==> config.mk <==
export PLATFORM = sky130hd
export DESIGN_NAME = arcodo_ctrl
export DESIGN_NICKNAME = d
export VERILOG_FILES = /design/src/rtl/core/arcodo_pkg.sv /design/src/rtl/core/arcodo_ctrl.sv
export SDC_FILE = /design/constraint.sdc
export NUM_CORES = 1
export LEC_CHECK = 0
export ABC_CLOCK_PERIOD_IN_PS = 5380
export BUFFER_PORTS_ARGS = -buffer_cell sky130_fd_sc_hd__buf_2
export CAP_MARGIN = 20
export CORE_MARGIN = 4
export CORE_UTILIZATION = 45
export CTS_BUF_LIST = sky130_fd_sc_hd__clkbuf_2
export CTS_CLUSTER_SIZE = 25
export DETAILED_ROUTE_END_ITERATION = 10
export SYNTH_ARGS = -nofsm -noshare
export SYNTH_HDL_FRONTEND = slang
export SYNTH_SLANG_ARGS = --single-unit
==> constraint.sdc <==
create_clock -name i_clk -period 5.38 [get_ports i_clk]
set_input_delay 1.076 -clock i_clk [delete_from_list [all_inputs] [get_ports i_clk]]
set_output_delay 1.076 -clock i_clk [all_outputs]
set_load 0.02 [all_outputs]
==> src/rtl/core/arcodo_pkg.sv <==
// Shared types, constants and tables for the three-wheel arc odometry block.
package arcodo_pkg;

    typedef enum logic [3:0] {
        OP_NOP,
        OP_LOAD,
        OP_MUL,
        OP_DIV,
        OP_TRAV,
        OP_LOC0,
        OP_TERM,
        OP_CORDIC,
        OP_LSAT,
        OP_SUM,
        OP_ACC,
        OP_PUB
    } t_op;

    typedef enum logic [4:0] {
        SRC_NONE,
        SRC_L,
        SRC_R,
        SRC_S,
        SRC_K,
        SRC_DS_INV,
        SRC_DR_INV,
        SRC_NQ,
        SRC_X,
        SRC_Y,
        SRC_ANG_DT,
        SRC_ANG_MID,
        SRC_TX_SH,
        SRC_TY_SH,
        SRC_LY_CA,
        SRC_LX_SA,
        SRC_LY_SA,
        SRC_LX_CA,
        SRC_SET,
        SRC_ADD,
        SRC_SUB
    } t_src;

    typedef struct packed {
        logic valid;
        t_op  op;
        t_src src;
    } t_cmd;

    typedef struct packed {
        logic done;
        logic dt_zero;
    } t_status;

    localparam logic [2:0] CFG_WHEEL_RADIUS = 3'd0;
    localparam logic [2:0] CFG_RIGHT_OFFSET = 3'd1;
    localparam logic [2:0] CFG_SIDE_OFFSET  = 3'd2;
    localparam logic [2:0] CFG_START_X      = 3'd3;
    localparam logic [2:0] CFG_START_Y      = 3'd4;
    localparam logic [2:0] CFG_START_THETA  = 3'd5;

    localparam logic [31:0] DEG_K       = 32'd749613;
    localparam logic [31:0] INV_RAD_Q16 = 32'd375493620;
    localparam logic [33:0] CORDIC_GAIN = 34'd652032874;
    // Binary angle of a half-centidegree count is count * ANG_RECIP >> ANG_SHIFT, exact below 72000.
    localparam logic [47:0] ANG_RECIP   = 48'd8006399337548;
    localparam int          ANG_SHIFT   = 27;
    localparam int          DIV_W       = 50;

    function automatic logic [31:0] f_atan(input logic [4:0] i);
        logic [31:0] v;
        case (i)
            5'd0:  v = 32'd536870912;
            5'd1:  v = 32'd316933406;
            5'd2:  v = 32'd167458907;
            5'd3:  v = 32'd85004756;
            5'd4:  v = 32'd42667331;
            5'd5:  v = 32'd21354465;
            5'd6:  v = 32'd10679838;
            5'd7:  v = 32'd5340245;
            5'd8:  v = 32'd2670163;
            5'd9:  v = 32'd1335087;
            5'd10: v = 32'd667544;
            5'd11: v = 32'd333772;
            5'd12: v = 32'd166886;
            5'd13: v = 32'd83443;
            5'd14: v = 32'd41722;
            5'd15: v = 32'd20861;
            5'd16: v = 32'd10430;
            5'd17: v = 32'd5215;
            5'd18: v = 32'd2608;
            5'd19: v = 32'd1304;
            5'd20: v = 32'd652;
            5'd21: v = 32'd326;
            5'd22: v = 32'd163;
            5'd23: v = 32'd81;
            5'd24: v = 32'd41;
            5'd25: v = 32'd20;
            5'd26: v = 32'd10;
            5'd27: v = 32'd5;
            5'd28: v = 32'd3;
            5'd29: v = 32'd1;
            5'd30: v = 32'd1;
            default: v = 32'd0;
        endcase
        return v;
    endfunction

endpackage

==> src/rtl/core/arcodo_ctrl.sv <==
// Sequencer that steps the odometry datapath through one sample.
module arcodo_ctrl import arcodo_pkg::*; (
    input  logic    i_clk,
    input  logic    i_rst_n,
    input  logic    i_in_valid,
    output logic    o_in_ready,
    output logic    o_out_valid,
    input  logic    i_out_ready,
    output t_cmd    o_cmd,
    input  t_status i_status
);

    typedef enum logic [3:0] {
        ST_IDLE   = 4'b0001,
        ST_ISSUE  = 4'b0010,
        ST_WAIT   = 4'b0100,
        ST_FINISH = 4'b1000
    } t_state;

    typedef struct packed {
        t_op  op;
        t_src src;
    } t_uop;

    localparam logic [5:0] STEP_CHK  = 6'd9;
    localparam logic [5:0] STEP_MID  = 6'd22;
    localparam logic [5:0] STEP_LAST = 6'd33;

    function automatic t_uop f_ucode(input logic [5:0] s);
        t_uop u;
        case (s)
            6'd0:  u = '{OP_MUL, SRC_L};
            6'd1:  u = '{OP_MUL, SRC_K};
            6'd2:  u = '{OP_TRAV, SRC_L};
            6'd3:  u = '{OP_MUL, SRC_R};
            6'd4:  u = '{OP_MUL, SRC_K};
            6'd5:  u = '{OP_TRAV, SRC_R};
            6'd6:  u = '{OP_MUL, SRC_S};
            6'd7:  u = '{OP_MUL, SRC_K};
            6'd8:  u = '{OP_TRAV, SRC_S};
            6'd9:  u = '{OP_LOC0, SRC_NONE};
            6'd10: u = '{OP_MUL, SRC_DS_INV};
            6'd11: u = '{OP_DIV, SRC_NQ};
            6'd12: u = '{OP_TERM, SRC_X};
            6'd13: u = '{OP_MUL, SRC_DR_INV};
            6'd14: u = '{OP_DIV, SRC_NQ};
            6'd15: u = '{OP_TERM, SRC_Y};
            6'd16: u = '{OP_MUL, SRC_ANG_DT};
            6'd17: u = '{OP_CORDIC, SRC_NONE};
            6'd18: u = '{OP_MUL, SRC_TX_SH};
            6'd19: u = '{OP_LSAT, SRC_X};
            6'd20: u = '{OP_MUL, SRC_TY_SH};
            6'd21: u = '{OP_LSAT, SRC_Y};
            6'd22: u = '{OP_MUL, SRC_ANG_MID};
            6'd23: u = '{OP_CORDIC, SRC_NONE};
            6'd24: u = '{OP_MUL, SRC_LY_CA};
            6'd25: u = '{OP_SUM, SRC_SET};
            6'd26: u = '{OP_MUL, SRC_LX_SA};
            6'd27: u = '{OP_SUM, SRC_SUB};
            6'd28: u = '{OP_ACC, SRC_X};
            6'd29: u = '{OP_MUL, SRC_LY_SA};
            6'd30: u = '{OP_SUM, SRC_SET};
            6'd31: u = '{OP_MUL, SRC_LX_CA};
            6'd32: u = '{OP_SUM, SRC_ADD};
            6'd33: u = '{OP_ACC, SRC_Y};
            default: u = '{OP_NOP, SRC_NONE};
        endcase
        return u;
    endfunction

    t_state     r_state, n_state;
    logic [5:0] r_step, n_step;
    logic       r_out_valid, n_out_valid;
    t_uop       uop;

    always_comb begin
        n_state     = r_state;
        n_step      = r_step;
        n_out_valid = r_out_valid & ~i_out_ready;
        uop         = f_ucode(r_step);
        o_cmd       = '{1'b0, OP_NOP, SRC_NONE};
        case (r_state)
            ST_IDLE: begin
                if (i_in_valid) begin
                    o_cmd   = '{1'b1, OP_LOAD, SRC_NONE};
                    n_step  = '0;
                    n_state = ST_ISSUE;
                end
            end
            ST_ISSUE: begin
                o_cmd   = '{1'b1, uop.op, uop.src};
                n_state = ST_WAIT;
            end
            ST_WAIT: begin
                if (i_status.done) begin
                    if (r_step == STEP_CHK && i_status.dt_zero) begin
                        n_step  = STEP_MID;
                        n_state = ST_ISSUE;
                    end else if (r_step == STEP_LAST) begin
                        n_state = ST_FINISH;
                    end else begin
                        n_step  = r_step + 6'd1;
                        n_state = ST_ISSUE;
                    end
                end
            end
            ST_FINISH: begin
                if (!r_out_valid || i_out_ready) begin
                    o_cmd       = '{1'b1, OP_PUB, SRC_NONE};
                    n_out_valid = 1'b1;
                    n_state     = ST_IDLE;
                end
            end
            default: n_state = ST_IDLE;
        endcase
    end

    always_ff @(posedge i_clk) begin
        if (!i_rst_n) begin
            r_state     <= ST_IDLE;
            r_step      <= '0;
            r_out_valid <= 1'b0;
        end else begin
            r_state     <= n_state;
            r_step      <= n_step;
            r_out_valid <= n_out_valid;
        end
    end

    assign o_in_ready  = (r_state == ST_IDLE);
    assign o_out_valid = r_out_valid;

endmodule

# Word level (Yosys, flattened, before mapping)
# Memory sizes are Yosys's and may differ from the RTL's. A register that Yosys moved wholly into a read port is not among the register bits.
# Index checks and enable logic that the tools add are counted.
# totals
reg_bits	11
rom_bits	576
output_inout_bits	12
wordCells	41
mem_count	1
# mem_list
name	depth	width	rd	rd_clocked_by_memory_dff	wr	line_no	rtl
(name not given)	64	9	1	1	0	arcodo_ctrl.sv:31	case (s)
# op_classes
n_addsub	1
eq_ne	10
mux	18
n_bitwise	2
reduce_logical	6
# op_table
cell	count
2-to-1 mux 6 bit	6
case mux 10 bit (3 select lines)	1
2-to-1 mux 10 bit	2
2-to-1 mux 4 bit	5
case mux 4 bit (4 select lines)	1
case mux 6 bit (2 select lines)	1
adder 6 x 1 -> 6 bit, second input constant	1
== test 6 x 4 -> 1 bit, second input constant	1
== test 6 bit, second input constant	1
inequality test 2 bit, second input constant	3
== test 4 x 1 -> 1 bit, second input constant	1
== test 4 x 2 -> 1 bit, second input constant	1
== test 4 x 3 -> 1 bit, second input constant	1
== test 4 bit, second input constant	1
AND reduction 4 bit	1
inequality test 3 bit, second input constant	1
AND reduction 3 bit	1
2-to-1 mux 1 bit	2
nonzero test 2 bit	1
bitwise AND 1 bit	1
logical AND 1 bit	1
zero test 1 bit	1
logical OR 1 bit	1
inverter 1 bit	1

# Depth between registers and ports, before layout
# Gate-level depths: netlist of the first run.
# logic_depth
ltp_word	7
mapped_depth	13
ltp_nobuf	12

# Worst setup path before layout of the first run
# Ideal clock, no wire load.
# synth_timing
path_kind	input to register
start	input i_rst_n
end	register uop[1] (netlist name)
setup_ns	0.123
t_arrival_ns	2.968
required_ns	5.257
slack_ns	2.290
cell_stages	11
path_buffers	2
cell_sequence	clkbuf_2 -> inv_1 -> a2111oi_0 -> a32o_1 -> buf_2 -> inv_1 -> ha_1 -> a211oi_1 -> mux2i_1 -> a31oi_1 -> nand3_1
# synth_via
elab_chain_cells	1
# synth_lines
item	line_no	rtl
start, declared	arcodo_ctrl.sv:4	input logic i_rst_n,
2-to-1 mux 6 bit (no line)	--	
# Every way passes these cells.
# A chain may end at the register's enable or synchronous reset.

# Worst setup path after layout of the first run
# layout_timing
start	input i_rst_n
end	register uop[2] (netlist name)
# layout_via
elab_chain_cells	1
# layout_lines
item
2-to-1 mux 6 bit (no line)
# Every way passes these cells.

==> flow_results.xml, run 1 <==
<?xml version="1.0" encoding="UTF-8"?>
<metrics>
  <group name="clock_network">
    <metric name="number_of_buffers_added_for_setup_after_cts" unit="">0</metric>
    <metric name="htreeDepth" unit="">1</metric>
    <metric name="ctsLongestPathBuffers" unit="">2</metric>
    <metric name="ctsHoldBuffers" unit="">0</metric>
    <metric name="cts_repair_resize_count" unit="">0</metric>
    <metric name="tritoncts_num_sinks" unit="">20</metric>
    <metric name="clock-root-buffer" unit="">sky130_fd_sc_hd__clkbuf_2</metric>
    <metric name="clk_transition_reported_paths" unit="ns">0.22</metric>
    <metric name="clk_latency" unit="ns">0.36</metric>
    <metric name="numCtsBuffers" unit="">3</metric>
    <metric name="tritoncts_clock_tree" unit="">yes</metric>
  </group>
  <group name="global_route">
    <metric name="number_of_antenna_violations_at_the_first_check_in_global_routing" unit="">0</metric>
    <metric name="grt_pass1_wl" unit="um">8086</metric>
    <metric name="gr-total-overflow" unit="">0</metric>
    <metric name="grt_max_degree" unit="">16</metric>
    <metric name="via_count_of_the_first_global_routing_pass" unit="">1607</metric>
    <metric name="groute.usage.overall" unit="">0.1995</metric>
  </group>
  <group name="yosys">
    <metric name="synth.mux.area_fraction" unit="">0.02366</metric>
    <metric name="synth.ff_latch_count" unit="">20</metric>
    <metric name="synthesis.area_per_instance" unit="um^2">8.156</metric>
    <metric name="post_synth_main_area_contributors" unit="">sky130_fd_sc_hd__dfxtp_1, sky130_fd_sc_hd__ha_1, sky130_fd_sc_hd__nand2_1</metric>
    <metric name="synthSimpleGateAreaFrac" unit="">0.2975</metric>
    <metric name="synth_top_cell_area_share" unit="">0.2294</metric>
    <metric name="synth_area" unit="um^2">1745</metric>
    <metric name="synth-compound-area-share" unit="">0.3054</metric>
    <metric name="synth.lib_cells_used.distinct" unit="">69</metric>
    <metric name="synthDominantAreaCellType" unit="">sky130_fd_sc_hd__dfxtp_1</metric>
    <metric name="synth.net_count" unit="">229</metric>
    <metric name="netlist_instances" unit="">214</metric>
    <metric name="async_flop_share" unit="">0</metric>
    <metric name="synth_enable_flop_cells" unit="">0</metric>
    <metric name="main_combinational_cell_family_by_area_after_synthesis" unit="">compound AO/OA/AOI/OAI gates</metric>
    <metric name="synth_fa_ha_area_frac" unit="">0.06452</metric>
    <metric name="synth-xor-area-share" unit="">0.01004</metric>
    <metric name="ys_flop_type" unit="">sky130_fd_sc_hd__dfxtp_1</metric>
    <metric name="ys_warn_count" unit="">0</metric>
    <metric name="proportion_of_synthesized_chip_area_in_sequential_cells" unit="">0.2294</metric>
  </group>
  <group name="final_layout">
    <metric name="final_net_count" unit="">239</metric>
    <metric name="layout-drive-gt1-share" unit="">0.2152</metric>
    <metric name="antenna_cells_inserted" unit="">0</metric>
    <metric name="final_common_cell" unit="">sky130_fd_sc_hd__dfxtp_1</metric>
    <metric name="layout-area-overhead-vs-synth" unit="%">6.523</metric>
    <metric name="mostFrequentLayoutCells" unit="">sky130_fd_sc_hd__dfxtp_1, sky130_fd_sc_hd__nand2_1, sky130_fd_sc_hd__buf_2, sky130_fd_sc_hd__nor2_1, sky130_fd_sc_hd__o21ai_0</metric>
  </group>
  <group name="route">
    <metric name="detail_route.wirelength" unit="um">4648</metric>
    <metric name="drc" unit="">0</metric>
    <metric name="ant_nets" unit="">0</metric>
    <metric name="avgViaCountPerCell" unit="">6.299</metric>
    <metric name="detailedRoute.firstPassIterationCount" unit="">4</metric>
    <metric name="drtIter0Drc" unit="">152</metric>
    <metric name="route.detailed.wl_per_inst" unit="um">17.15</metric>
    <metric name="routed-via-count" unit="">1707</metric>
  </group>
  <group name="floorplanning">
    <metric name="coreArea" unit="um^2">3716</metric>
    <metric name="initial_cell_density_of_the_core" unit="">0.4697</metric>
    <metric name="design.portCount" unit="">18</metric>
    <metric name="rows" unit="">22</metric>
    <metric name="die-width" unit="um">70.28</metric>
    <metric name="die_height" unit="um">70.28</metric>
    <metric name="design.die.area" unit="um^2">4939</metric>
  </group>
  <group name="worst_setup_path">
    <metric name="slowest_stage" unit="">sky130_fd_sc_hd__a2111oi_0</metric>
    <metric name="timing.critical_path.cells" unit="">buf_2 &gt; inv_1 &gt; a2111oi_0 &gt; a32o_1 &gt; inv_1 &gt; ha_1 &gt; nand2_1 &gt; a21oi_1 &gt; a311oi_1 &gt; a311oi_1</metric>
    <metric name="critical_path_peak_fanout" unit="">14</metric>
    <metric name="worst_path_largest_cell_delay" unit="ns">0.59</metric>
    <metric name="crit_required" unit="ns">5.57</metric>
    <metric name="worstSetupStartpointType" unit="">input pin</metric>
    <metric name="timing.rr.start" unit="">r_step[1]</metric>
    <metric name="reg2reg_setup_slack" unit="ns">1.92</metric>
    <metric name="worst-endpoint-arrival" unit="ns">3.68</metric>
    <metric name="worstSetupEndpointType" unit="">flop</metric>
    <metric name="crit_path_start" unit="">i_rst_n</metric>
    <metric name="worst-setup-path-type" unit="">in2reg</metric>
  </group>
  <group name="worst_hold_path">
    <metric name="worstHoldPathType" unit="">reg2reg</metric>
    <metric name="holdCritStartpoint" unit="">o_out_valid</metric>
  </group>
  <group name="placement">
    <metric name="place.gp.congestion" unit="">0.9404</metric>
    <metric name="portBuffers" unit="">17</metric>
    <metric name="detailed_place_hpwl" unit="um">3408</metric>
  </group>
  <group name="sta">
    <metric name="layout_min_cycle_time" unit="ns">3.493</metric>
    <metric name="timing.slew.headroom" unit="">0.3258</metric>
    <metric name="finalSetupTns" unit="ns">0</metric>
    <metric name="rsz0062_at_grt" unit="">no</metric>
    <metric name="upper_clock_frequency_limit" unit="MHz">286.3</metric>
    <metric name="finalHoldWorstSlack" unit="ns">0.6181</metric>
    <metric name="min_period_over_period" unit="">0.6492</metric>
    <metric name="timing.final.max_slew_violations" unit="">0</metric>
    <metric name="timing_worst_slew_pin_value" unit="ns">1.011</metric>
    <metric name="count_of_final_setup_violators" unit="">0</metric>
    <metric name="report.final.hold_viol_count" unit="">0</metric>
    <metric name="clock_skew" unit="ns">0.03081</metric>
  </group>
  <group name="power">
    <metric name="power.share.clock" unit="">0.372</metric>
    <metric name="power_report.internal_total" unit="W">0.0002294</metric>
    <metric name="switching_share" unit="">0.2679</metric>
    <metric name="p_per_area" unit="nW/um^2">168.5</metric>
    <metric name="comb_power_share" unit="">0.129</metric>
    <metric name="vdd_drop_max" unit="V">0.00008225</metric>
    <metric name="share_of_total_power_in_sequential_cells" unit="">0.498</metric>
    <metric name="switching_power" unit="W">0.00008392</metric>
    <metric name="p_leak" unit="nW">0.7960</metric>
  </group>
  <group name="outcome">
    <metric name="outcome" unit="">finished clean</metric>
  </group>
  <group name="job">
    <metric name="cap_violations" unit="">0</metric>
  </group>
</metrics>
worst max-delay path: cells and delay by family:
| family | cells | cell delay, ns |
|---|---|---|
| fa+ha+maj | 1 | 0.29 |
| buf+inv | 3 | 0.51 |
| compound gates | 5 | 1.66 |
| simple gates | 1 | 0.14 |
through the flow:
stage	instance area [um^2]	worst slack [ns]	std cells	utilization	power, W
2_1_floorplan	1745	2.290	214	-	0.0001876
3_3_place_gp	1814	1.597	267	0.4882	0.0001975
3_5_place_dp	1814	1.687	267	0.4882	0.0001986
4_1_cts	1859	1.968	271	0.5003	0.0003148
5_1_grt	1859	1.573	271	0.5003	0.0003241
6_report	1859	1.887	271	0.5003	0.0003133
path summary, 6_finish.rpt:
path	to	cells past startpoint
setup / recovery	uop[2]	10
hold / removal	r_state[3]	3
setup reg to reg	uop[2]	11
hold reg to reg	r_state[3]	3
layout make-up:
class | instances | area (um^2)
clock buffers | 3 | 15.01
fillers | 377 | 1857
well taps | 48 | 60.06
flip-flops and latches | 20 | 400.4
inverters | 10 | 37.54
repair buffers | 18 | 92.59
clock inverters | 1 | 30.03
multi-input cells | 171 | 1224
power groups by stage:
| stage | sequential (W) | combinational (W) | clock (W) |
|---|---|---|---|
| after detailed placement | 0.000159 | 0.0000397 | 0 |
| after CTS | 0.000156 | 0.0000401 | 0.000119 |
| after global routing | 0.000157 | 0.0000447 | 0.000123 |
| after floorplan | 0.000154 | 0.0000338 | 0 |
| after global placement | 0.000159 | 0.0000389 | 0 |
| final | 0.000156 | 0.0000405 | 0.000117 |
flip-flops by register name (all words and copies together) (netlist names):
| name | flops |
|---|---|
| r_step | 6 |
| o_out_valid | 1 |
| r_state | 4 |
| uop | 9 |
layer usage:
layer	wire [um]	up-vias	part of all wire	track usage
met3	318	10	0.068	0.02734
met4	86	0	0.019	0.07660
li1	-	818	-	-
met5	0	-	0	0
met2	2098	86	0.45	0.2994
met1	2144	793	0.46	0.2855
cell usage after synthesis, types with 3 or more instances:
cell and number:
sky130_fd_sc_hd__a311oi_1 3, sky130_fd_sc_hd__and2_1 7, sky130_fd_sc_hd__nand2_1 17, sky130_fd_sc_hd__o21ai_2 3, sky130_fd_sc_hd__nand2b_1 6, sky130_fd_sc_hd__o21ai_0 12
sky130_fd_sc_hd__buf_2 6, sky130_fd_sc_hd__o21a_1 3, sky130_fd_sc_hd__and3b_1 3, sky130_fd_sc_hd__a21oi_1 10, sky130_fd_sc_hd__nand3_1 8, sky130_fd_sc_hd__dfxtp_1 20
sky130_fd_sc_hd__ha_1 9, sky130_fd_sc_hd__o21ai_1 3, sky130_fd_sc_hd__mux2i_1 3, sky130_fd_sc_hd__buf_6 3, sky130_fd_sc_hd__inv_1 6, sky130_fd_sc_hd__a211oi_1 5
sky130_fd_sc_hd__a21oi_2 3, sky130_fd_sc_hd__inv_2 4, sky130_fd_sc_hd__nor2_1 16
cell families after synthesis:
logic type,after synthesis
DFF,20
muxes,4
buffers and inverters,23
xor gates and xnor gates,2
adders and majority gates,9
and+or+nand+nor,83
AOI/OAI and AO/OA,73
No activity file was read; power rests on OpenSTA's default activity.
==> run 2, diff against run 1 <==
--- a/config.mk
+++ b/config.mk
@@ -5,7 +5,7 @@
 export SDC_FILE = /design/constraint.sdc
 export NUM_CORES = 1
 export LEC_CHECK = 0
-export ABC_CLOCK_PERIOD_IN_PS = 5380
+export ABC_CLOCK_PERIOD_IN_PS = 3250
 export BUFFER_PORTS_ARGS = -buffer_cell sky130_fd_sc_hd__buf_2
 export CAP_MARGIN = 20
 export CORE_MARGIN = 4
==> constraint.sdc (replaced) <==
create_clock -name i_clk -period 3.25 [get_ports i_clk]
set_input_delay 0.65 -clock i_clk [delete_from_list [all_inputs] [get_ports i_clk]]
set_output_delay 0.65 -clock i_clk [all_outputs]
set_load 0.02 [all_outputs]
==> run 2 against run 1 <==
Compared with the run above:
- count of clock-buffer cells in the layout unchanged
- via count increased by 3.3%
- non-clock buffer count is 13 higher
- global-route usage decreased by 1.0 points
- die area is the same
- sequential power up 65%
- sequential cell count unchanged
- worst hold slack improved by 0.0062 ns
- critical path type is now reg2reg
- cell area grew 3.9%
- register-to-register slack worse by 1.7 ns
- critical path depth up 1
- routed wire length down 0.47%
==> flow_results.xml, run 2 (synthesis results as in run 1) <==
<?xml version="1.0" encoding="UTF-8"?>
<metrics>
  <group name="final_layout">
    <metric name="sequential_cell_area" unit="um^2">400.4</metric>
    <metric name="final_net_count" unit="">252</metric>
    <metric name="n_fill_cell" unit="">365</metric>
    <metric name="largest_register_ffs" unit="">9</metric>
    <metric name="final_common_cell" unit="">sky130_fd_sc_hd__dfxtp_1</metric>
    <metric name="final_area" unit="um^2">1932</metric>
    <metric name="layout-drive-gt1-share" unit="">0.2542</metric>
    <metric name="multi_input_comb_area" unit="um^2">1225</metric>
    <metric name="antenna_cells_inserted" unit="">0</metric>
    <metric name="mostFrequentLayoutCells" unit="">sky130_fd_sc_hd__dfxtp_1, sky130_fd_sc_hd__nand2_1, sky130_fd_sc_hd__buf_2, sky130_fd_sc_hd__nor2_1, sky130_fd_sc_hd__buf_4</metric>
    <metric name="layout-area-overhead-vs-synth" unit="%">10.68</metric>
  </group>
  <group name="floorplanning">
    <metric name="coreArea" unit="um^2">3716</metric>
    <metric name="design.portCount" unit="">18</metric>
    <metric name="design.die.area" unit="um^2">4939</metric>
    <metric name="die_height" unit="um">70.28</metric>
    <metric name="rows" unit="">22</metric>
    <metric name="die-width" unit="um">70.28</metric>
    <metric name="initial_cell_density_of_the_core" unit="">0.4697</metric>
  </group>
  <group name="route">
    <metric name="drtIter0Drc" unit="">145</metric>
    <metric name="ant_nets" unit="">0</metric>
    <metric name="avgViaCountPerCell" unit="">6.208</metric>
    <metric name="routed-via-count" unit="">1763</metric>
    <metric name="detailedRoute.firstPassIterationCount" unit="">5</metric>
    <metric name="detail_route.wirelength" unit="um">4626</metric>
    <metric name="drc" unit="">0</metric>
    <metric name="route.detailed.wl_per_inst" unit="um">16.29</metric>
  </group>
  <group name="outcome">
    <metric name="outcome" unit="">finished clean</metric>
  </group>
  <group name="power">
    <metric name="vdd_drop_max" unit="V">0.0001099</metric>
    <metric name="p_leak" unit="nW">0.8490</metric>
    <metric name="p_per_area" unit="nW/um^2">221.9</metric>
  </group>
  <group name="worst_setup_path">
    <metric name="timing.critical_path.cells" unit="">inv_1 &gt; ha_1 &gt; nor3b_4 &gt; a2111oi_1 &gt; a32o_1 &gt; ha_1 &gt; o22ai_1 &gt; a2111oi_0 &gt; buf_4 &gt; a31oi_1 &gt; nand3_1</metric>
    <metric name="worst-setup-path-type" unit="">reg2reg</metric>
    <metric name="slowest_stage" unit="">sky130_fd_sc_hd__a2111oi_1</metric>
    <metric name="worstSetupEndpointType" unit="">flop</metric>
    <metric name="worst_path_largest_cell_delay" unit="ns">0.58</metric>
    <metric name="crit_required" unit="ns">3.51</metric>
    <metric name="cp_dominant_cell_by_count" unit="">sky130_fd_sc_hd__ha_1</metric>
    <metric name="worstSetupStartpointType" unit="">flop</metric>
    <metric name="worst-endpoint-arrival" unit="ns">3.33</metric>
    <metric name="critical_path_peak_fanout" unit="">9</metric>
  </group>
  <group name="clock_network">
    <metric name="tritoncts_num_sinks" unit="">20</metric>
    <metric name="clk_latency" unit="ns">0.31</metric>
    <metric name="ctsLongestPathBuffers" unit="">2</metric>
    <metric name="clock-root-buffer" unit="">sky130_fd_sc_hd__clkbuf_2</metric>
    <metric name="numCtsBuffers" unit="">3</metric>
    <metric name="number_of_buffers_added_for_setup_after_cts" unit="">0</metric>
    <metric name="tritoncts_clock_tree" unit="">yes</metric>
    <metric name="clk_transition_reported_paths" unit="ns">0.19</metric>
    <metric name="htreeDepth" unit="">1</metric>
  </group>
  <group name="global_route">
    <metric name="grt_max_degree" unit="">16</metric>
    <metric name="grt_pass1_wl" unit="um">7824</metric>
    <metric name="gr-total-overflow" unit="">0</metric>
    <metric name="via_count_of_the_first_global_routing_pass" unit="">1640</metric>
    <metric name="number_of_antenna_violations_at_the_first_check_in_global_routing" unit="">0</metric>
    <metric name="groute.usage.overall" unit="">0.1892</metric>
  </group>
  <group name="sta">
    <metric name="timing_worst_slew_pin_value" unit="ns">0.5977</metric>
    <metric name="report.final.hold_viol_count" unit="">0</metric>
    <metric name="layout_min_cycle_time" unit="ns">3.069</metric>
    <metric name="clock_skew" unit="ns">0.01121</metric>
    <metric name="timing.slew.headroom" unit="">0.6005</metric>
    <metric name="finalSetupTns" unit="ns">0</metric>
    <metric name="timing.final.max_slew_violations" unit="">0</metric>
    <metric name="upper_clock_frequency_limit" unit="MHz">325.9</metric>
    <metric name="count_of_final_setup_violators" unit="">0</metric>
    <metric name="rsz0062_at_grt" unit="">no</metric>
    <metric name="min_period_over_period" unit="">0.9442</metric>
  </group>
  <group name="placement">
    <metric name="dpl-instance-area" unit="um^2">1912</metric>
    <metric name="place.gp.congestion" unit="">0.9526</metric>
    <metric name="portBuffers" unit="">17</metric>
    <metric name="detailed_place_hpwl" unit="um">3477</metric>
  </group>
  <group name="worst_hold_path">
    <metric name="worstHoldPathType" unit="">in2reg</metric>
  </group>
  <group name="job">
    <metric name="cap_violations" unit="">0</metric>
  </group>
</metrics>
-- run 2: cell count changes in the layout (fill, tap and decap cells not counted), sizes merged --
cell    change
buf        +13
clkinv      +1
bufinv      -1
-- run 2: report_power, final --
part	leakage (nW)	switching, W	total (W)	internal (W)
combinational	0.673	0.0000405	0.0000682	0.0000277
sequential	0.162	0.00000955	0.000258	0.000249
clock	0.0140	0.0000755	0.000102	0.0000268
total	0.849	0.000126	0.000429	0.000303
-- run 2: worst paths after layout --
path	startpoint	to	slack, ns	depth (start not counted)
hold reg to reg	o_out_valid	o_out_valid	0.63	3
setup / recovery	r_step[1]	uop[1]	0.18	11
hold / removal	i_rst_n	r_state[1]	0.62	3
setup reg to reg	r_step[1]	uop[1]	0.18	11
-- run 2: through the flow --
stage	power, W	hold WS, ns	utilization	setup slack (ns)	cells
after floorplan	0.0003105	0.6022	-	0.5855	214
after global placement	0.0003301	0.6127	0.5145	0.2439	280
after detailed placement	0.0003310	0.6160	0.5145	0.1091	280
after CTS	0.0004315	0.6124	0.5195	0.1665	284
after global routing	0.0004502	0.6347	0.5199	0.005185	284
final	0.0004286	0.6243	0.5199	0.1815	284
-- run 2: cell type report --
cell class,instances,area share
repair buffers,31,0.09845
clock inverters,1,0.001943
multi-input cells,171,0.6341
well taps,48,0.03109
inverters,10,0.01943
clock buffers,3,0.007772
flip-flops and latches,20,0.2073
-- run 2: layer usage --
metal  up-vias  routed length, um  track usage  share of wire
met5         -                  0            0              0
met4         0                 55      0.05319          0.012
met3        11                446      0.03741          0.096
met2        88               2056       0.2900           0.44
met1       818               2067       0.2667           0.45
li1        846                  -            -              -
-- run 2: worst max-delay path, delay by kind of cell, from the launching register on --
family / cells / cell delay, ns
AOI/OAI and AO/OA: 5 / 1.66
adders and majority gates: 2 / 0.46
DFF: 1 / 0.38
and+or+nand+nor: 2 / 0.27
buffers and inverters: 2 / 0.25
-- run 2: repair_timing --
| item | 4_1_cts | 5_1_grt |
|---|---|---|
| endpoints found under the setup margin | 0 | 2 |
| gates resized for setup | 0 | 1 |
| hold buffers | 0 | 0 |
==> run 3, diff against run 2 <==
--- a/config.mk
+++ b/config.mk
@@ -9,7 +9,7 @@
 export BUFFER_PORTS_ARGS = -buffer_cell sky130_fd_sc_hd__buf_2
 export CAP_MARGIN = 20
 export CORE_MARGIN = 4
-export CORE_UTILIZATION = 45
+export CORE_UTILIZATION = 35
 export CTS_BUF_LIST = sky130_fd_sc_hd__clkbuf_2
 export CTS_CLUSTER_SIZE = 25
 export DETAILED_ROUTE_END_ITERATION = 10
==> run 3 against run 2 <==
Compared with the run above:
- first-iteration DRC count is 33% higher
- maximum frequency rose by 2.8%
- non-clock buffer count is 7 higher
- routed wire length increased by 0.13%
- core utilization decreased by 10 points
- worst hold slack worse by 0.015 ns
- clock skew fell by 0.0051 ns
- setup slack better by 0.082 ns
- via count rose by 1.2%
- combinational power is 3% higher
- register-to-register slack gained 0.08 ns
- critical path type unchanged
- largest cell class unchanged
- largest power group unchanged
==> flow_results.xml, run 3 (synthesis results as in run 1) <==
<?xml version="1.0" encoding="UTF-8"?>
<metrics>
  <group name="outcome">
    <metric name="outcome" unit="">finished clean</metric>
  </group>
  <group name="route">
    <metric name="detailedRoute.firstPassIterationCount" unit="">4</metric>
    <metric name="detail_route.wirelength" unit="um">4632</metric>
    <metric name="drc" unit="">0</metric>
    <metric name="route.detailed.wl_per_inst" unit="um">14.99</metric>
    <metric name="drtIter0Drc" unit="">193</metric>
    <metric name="avgViaCountPerCell" unit="">5.777</metric>
    <metric name="routed-via-count" unit="">1785</metric>
    <metric name="ant_nets" unit="">0</metric>
  </group>
  <group name="floorplanning">
    <metric name="rows" unit="">25</metric>
    <metric name="coreArea" unit="um^2">4786</metric>
    <metric name="design.die.area" unit="um^2">6181</metric>
    <metric name="initial_cell_density_of_the_core" unit="">0.3647</metric>
    <metric name="design.portCount" unit="">18</metric>
    <metric name="die-width" unit="um">78.62</metric>
    <metric name="die_height" unit="um">78.62</metric>
  </group>
  <group name="clock_network">
    <metric name="cts_repair_resize_count" unit="">0</metric>
    <metric name="ctsLongestPathBuffers" unit="">2</metric>
    <metric name="clk_transition_reported_paths" unit="ns">0.18</metric>
    <metric name="numCtsBuffers" unit="">3</metric>
    <metric name="clock-root-buffer" unit="">sky130_fd_sc_hd__clkbuf_2</metric>
    <metric name="tritoncts_num_sinks" unit="">20</metric>
    <metric name="number_of_buffers_added_for_setup_after_cts" unit="">0</metric>
    <metric name="ctsHoldBuffers" unit="">0</metric>
    <metric name="htreeDepth" unit="">1</metric>
    <metric name="tritoncts_clock_tree" unit="">yes</metric>
    <metric name="clk_latency" unit="ns">0.32</metric>
  </group>
  <group name="global_route">
    <metric name="grt_pass1_wl" unit="um">7976</metric>
    <metric name="groute.usage.overall" unit="">0.1584</metric>
    <metric name="gr-total-overflow" unit="">0</metric>
    <metric name="via_count_of_the_first_global_routing_pass" unit="">1636</metric>
    <metric name="number_of_antenna_violations_at_the_first_check_in_global_routing" unit="">0</metric>
    <metric name="grt_max_degree" unit="">16</metric>
  </group>
  <group name="worst_setup_path">
    <metric name="timing.rr.end" unit="">uop[2]</metric>
    <metric name="worst_path_largest_cell_delay" unit="ns">0.38</metric>
    <metric name="worstSetupEndpointType" unit="">flop</metric>
    <metric name="reg2regPathDepth" unit="">12</metric>
    <metric name="timing.critical_path.cells" unit="">inv_1 &gt; ha_1 &gt; nor3b_4 &gt; nand3_2 &gt; a211oi_1 &gt; nor2_1 &gt; buf_4 &gt; ha_1 &gt; and2_1 &gt; nor2_1 &gt; o21ai_0 &gt; a311oi_1</metric>
    <metric name="reg2reg_setup_slack" unit="ns">0.26</metric>
    <metric name="crit_required" unit="ns">3.49</metric>
    <metric name="critical_path_peak_fanout" unit="">7</metric>
    <metric name="worstSetupStartpointType" unit="">flop</metric>
    <metric name="worst-setup-path-type" unit="">reg2reg</metric>
    <metric name="slowest_stage" unit="">sky130_fd_sc_hd__nor3b_4</metric>
    <metric name="timing.rr.start" unit="">r_step[1]</metric>
    <metric name="worst-endpoint-arrival" unit="ns">3.23</metric>
  </group>
  <group name="sta">
    <metric name="report.final.hold_viol_count" unit="">0</metric>
    <metric name="clock_skew" unit="ns">0.006076</metric>
    <metric name="timing_worst_slew_pin_value" unit="ns">0.5920</metric>
    <metric name="upper_clock_frequency_limit" unit="MHz">334.9</metric>
    <metric name="min_period_over_period" unit="">0.9189</metric>
    <metric name="layout_min_cycle_time" unit="ns">2.986</metric>
    <metric name="finalSetupTns" unit="ns">0</metric>
    <metric name="timing.final.max_slew_violations" unit="">0</metric>
    <metric name="rsz0062_at_grt" unit="">no</metric>
    <metric name="count_of_final_setup_violators" unit="">0</metric>
    <metric name="timing.slew.headroom" unit="">0.5951</metric>
  </group>
  <group name="final_layout">
    <metric name="layout-area-overhead-vs-synth" unit="%">14.77</metric>
    <metric name="final_net_count" unit="">259</metric>
    <metric name="n_fill_cell" unit="">476</metric>
    <metric name="layout-drive-gt1-share" unit="">0.2769</metric>
    <metric name="final_area" unit="um^2">2003</metric>
    <metric name="antenna_cells_inserted" unit="">0</metric>
    <metric name="largest_register_ffs" unit="">9</metric>
    <metric name="final_common_cell" unit="">sky130_fd_sc_hd__buf_4</metric>
    <metric name="mostFrequentLayoutCells" unit="">sky130_fd_sc_hd__buf_4, sky130_fd_sc_hd__dfxtp_1, sky130_fd_sc_hd__nand2_1, sky130_fd_sc_hd__buf_2, sky130_fd_sc_hd__nor2_1</metric>
  </group>
  <group name="job">
    <metric name="cap_violations" unit="">0</metric>
  </group>
  <group name="power">
    <metric name="total_power" unit="W">0.0004279</metric>
    <metric name="p_per_area" unit="nW/um^2">213.6</metric>
    <metric name="vdd_drop_max" unit="V">0.0001008</metric>
    <metric name="p_leak" unit="nW">0.8843</metric>
  </group>
  <group name="placement">
    <metric name="dpl-instance-area" unit="um^2">1988</metric>
    <metric name="detailed_place_hpwl" unit="um">3544</metric>
    <metric name="place.gp.congestion" unit="">0.9098</metric>
    <metric name="portBuffers" unit="">17</metric>
  </group>
  <group name="worst_hold_path">
    <metric name="holdCritStartpoint" unit="">i_out_ready</metric>
    <metric name="end_of_the_worst_hold_path" unit="">o_out_valid</metric>
    <metric name="worstHoldPathType" unit="">in2reg</metric>
    <metric name="hold_path_depth" unit="">4</metric>
  </group>
</metrics>
==> run 3: worst max-delay path, delay by kind of cell (launching register included) <==
family	cells	cell delay, ns
simple gates	5	1.05
compound gates	3	0.74
fa+ha+maj	2	0.51
flops	1	0.35
buf+inv	2	0.25
==> run 3: area by class of cell <==
class	instances	area, um^2	share of cell area
clock buffer	3	15.01	0.007495
inverter	10	37.54	0.01874
multi-input combinational	171	1224	0.6109
sequential	20	400.4	0.1999
tap	67	83.83	0.04185
timing repair buffer	38	242.7	0.1212
==> run 3: metrics by stage <==
step / hold slack [ns] / instances / setup WS, ns / utilization
after floorplan: 0.6022 / 214 / 0.5855 / -
final: 0.6097 / 309 / 0.2637 / 0.4186
after global routing: 0.6071 / 309 / 0.04462 / 0.4186
after global placement: 0.6155 / 306 / 0.2941 / 0.4154
after detailed placement: 0.6061 / 306 / 0.2959 / 0.4154
after CTS: 0.5962 / 309 / 0.3329 / 0.4186
==> run 3: routing by layer <==
layer | track usage | vias to the layer above | routed length, um
li1 | - | 859 | -
met1 | 0.2122 | 829 | 1965
met2 | 0.2632 | 84 | 2151
met3 | 0.01720 | 13 | 405
met4 | 0.05245 | 0 | 110
met5 | 0 | - | 0
==> run 3: where the power goes <==
part           switching (W)  internal (W)
logic              0.0000421     0.0000280
registers         0.00000905      0.000249
clock network      0.0000750     0.0000252
==> run 3: worst max-delay path by stage <==
stage                      from  endpoint  slack (ns)
global placement    i_status[1]    uop[1]        0.29
CTS                   r_step[1]    uop[1]        0.33
finish                r_step[1]    uop[2]        0.26
floorplan               i_rst_n    uop[1]        0.59
global route          r_step[1]    uop[2]        0.04
detailed placement  i_status[1]    uop[1]        0.30
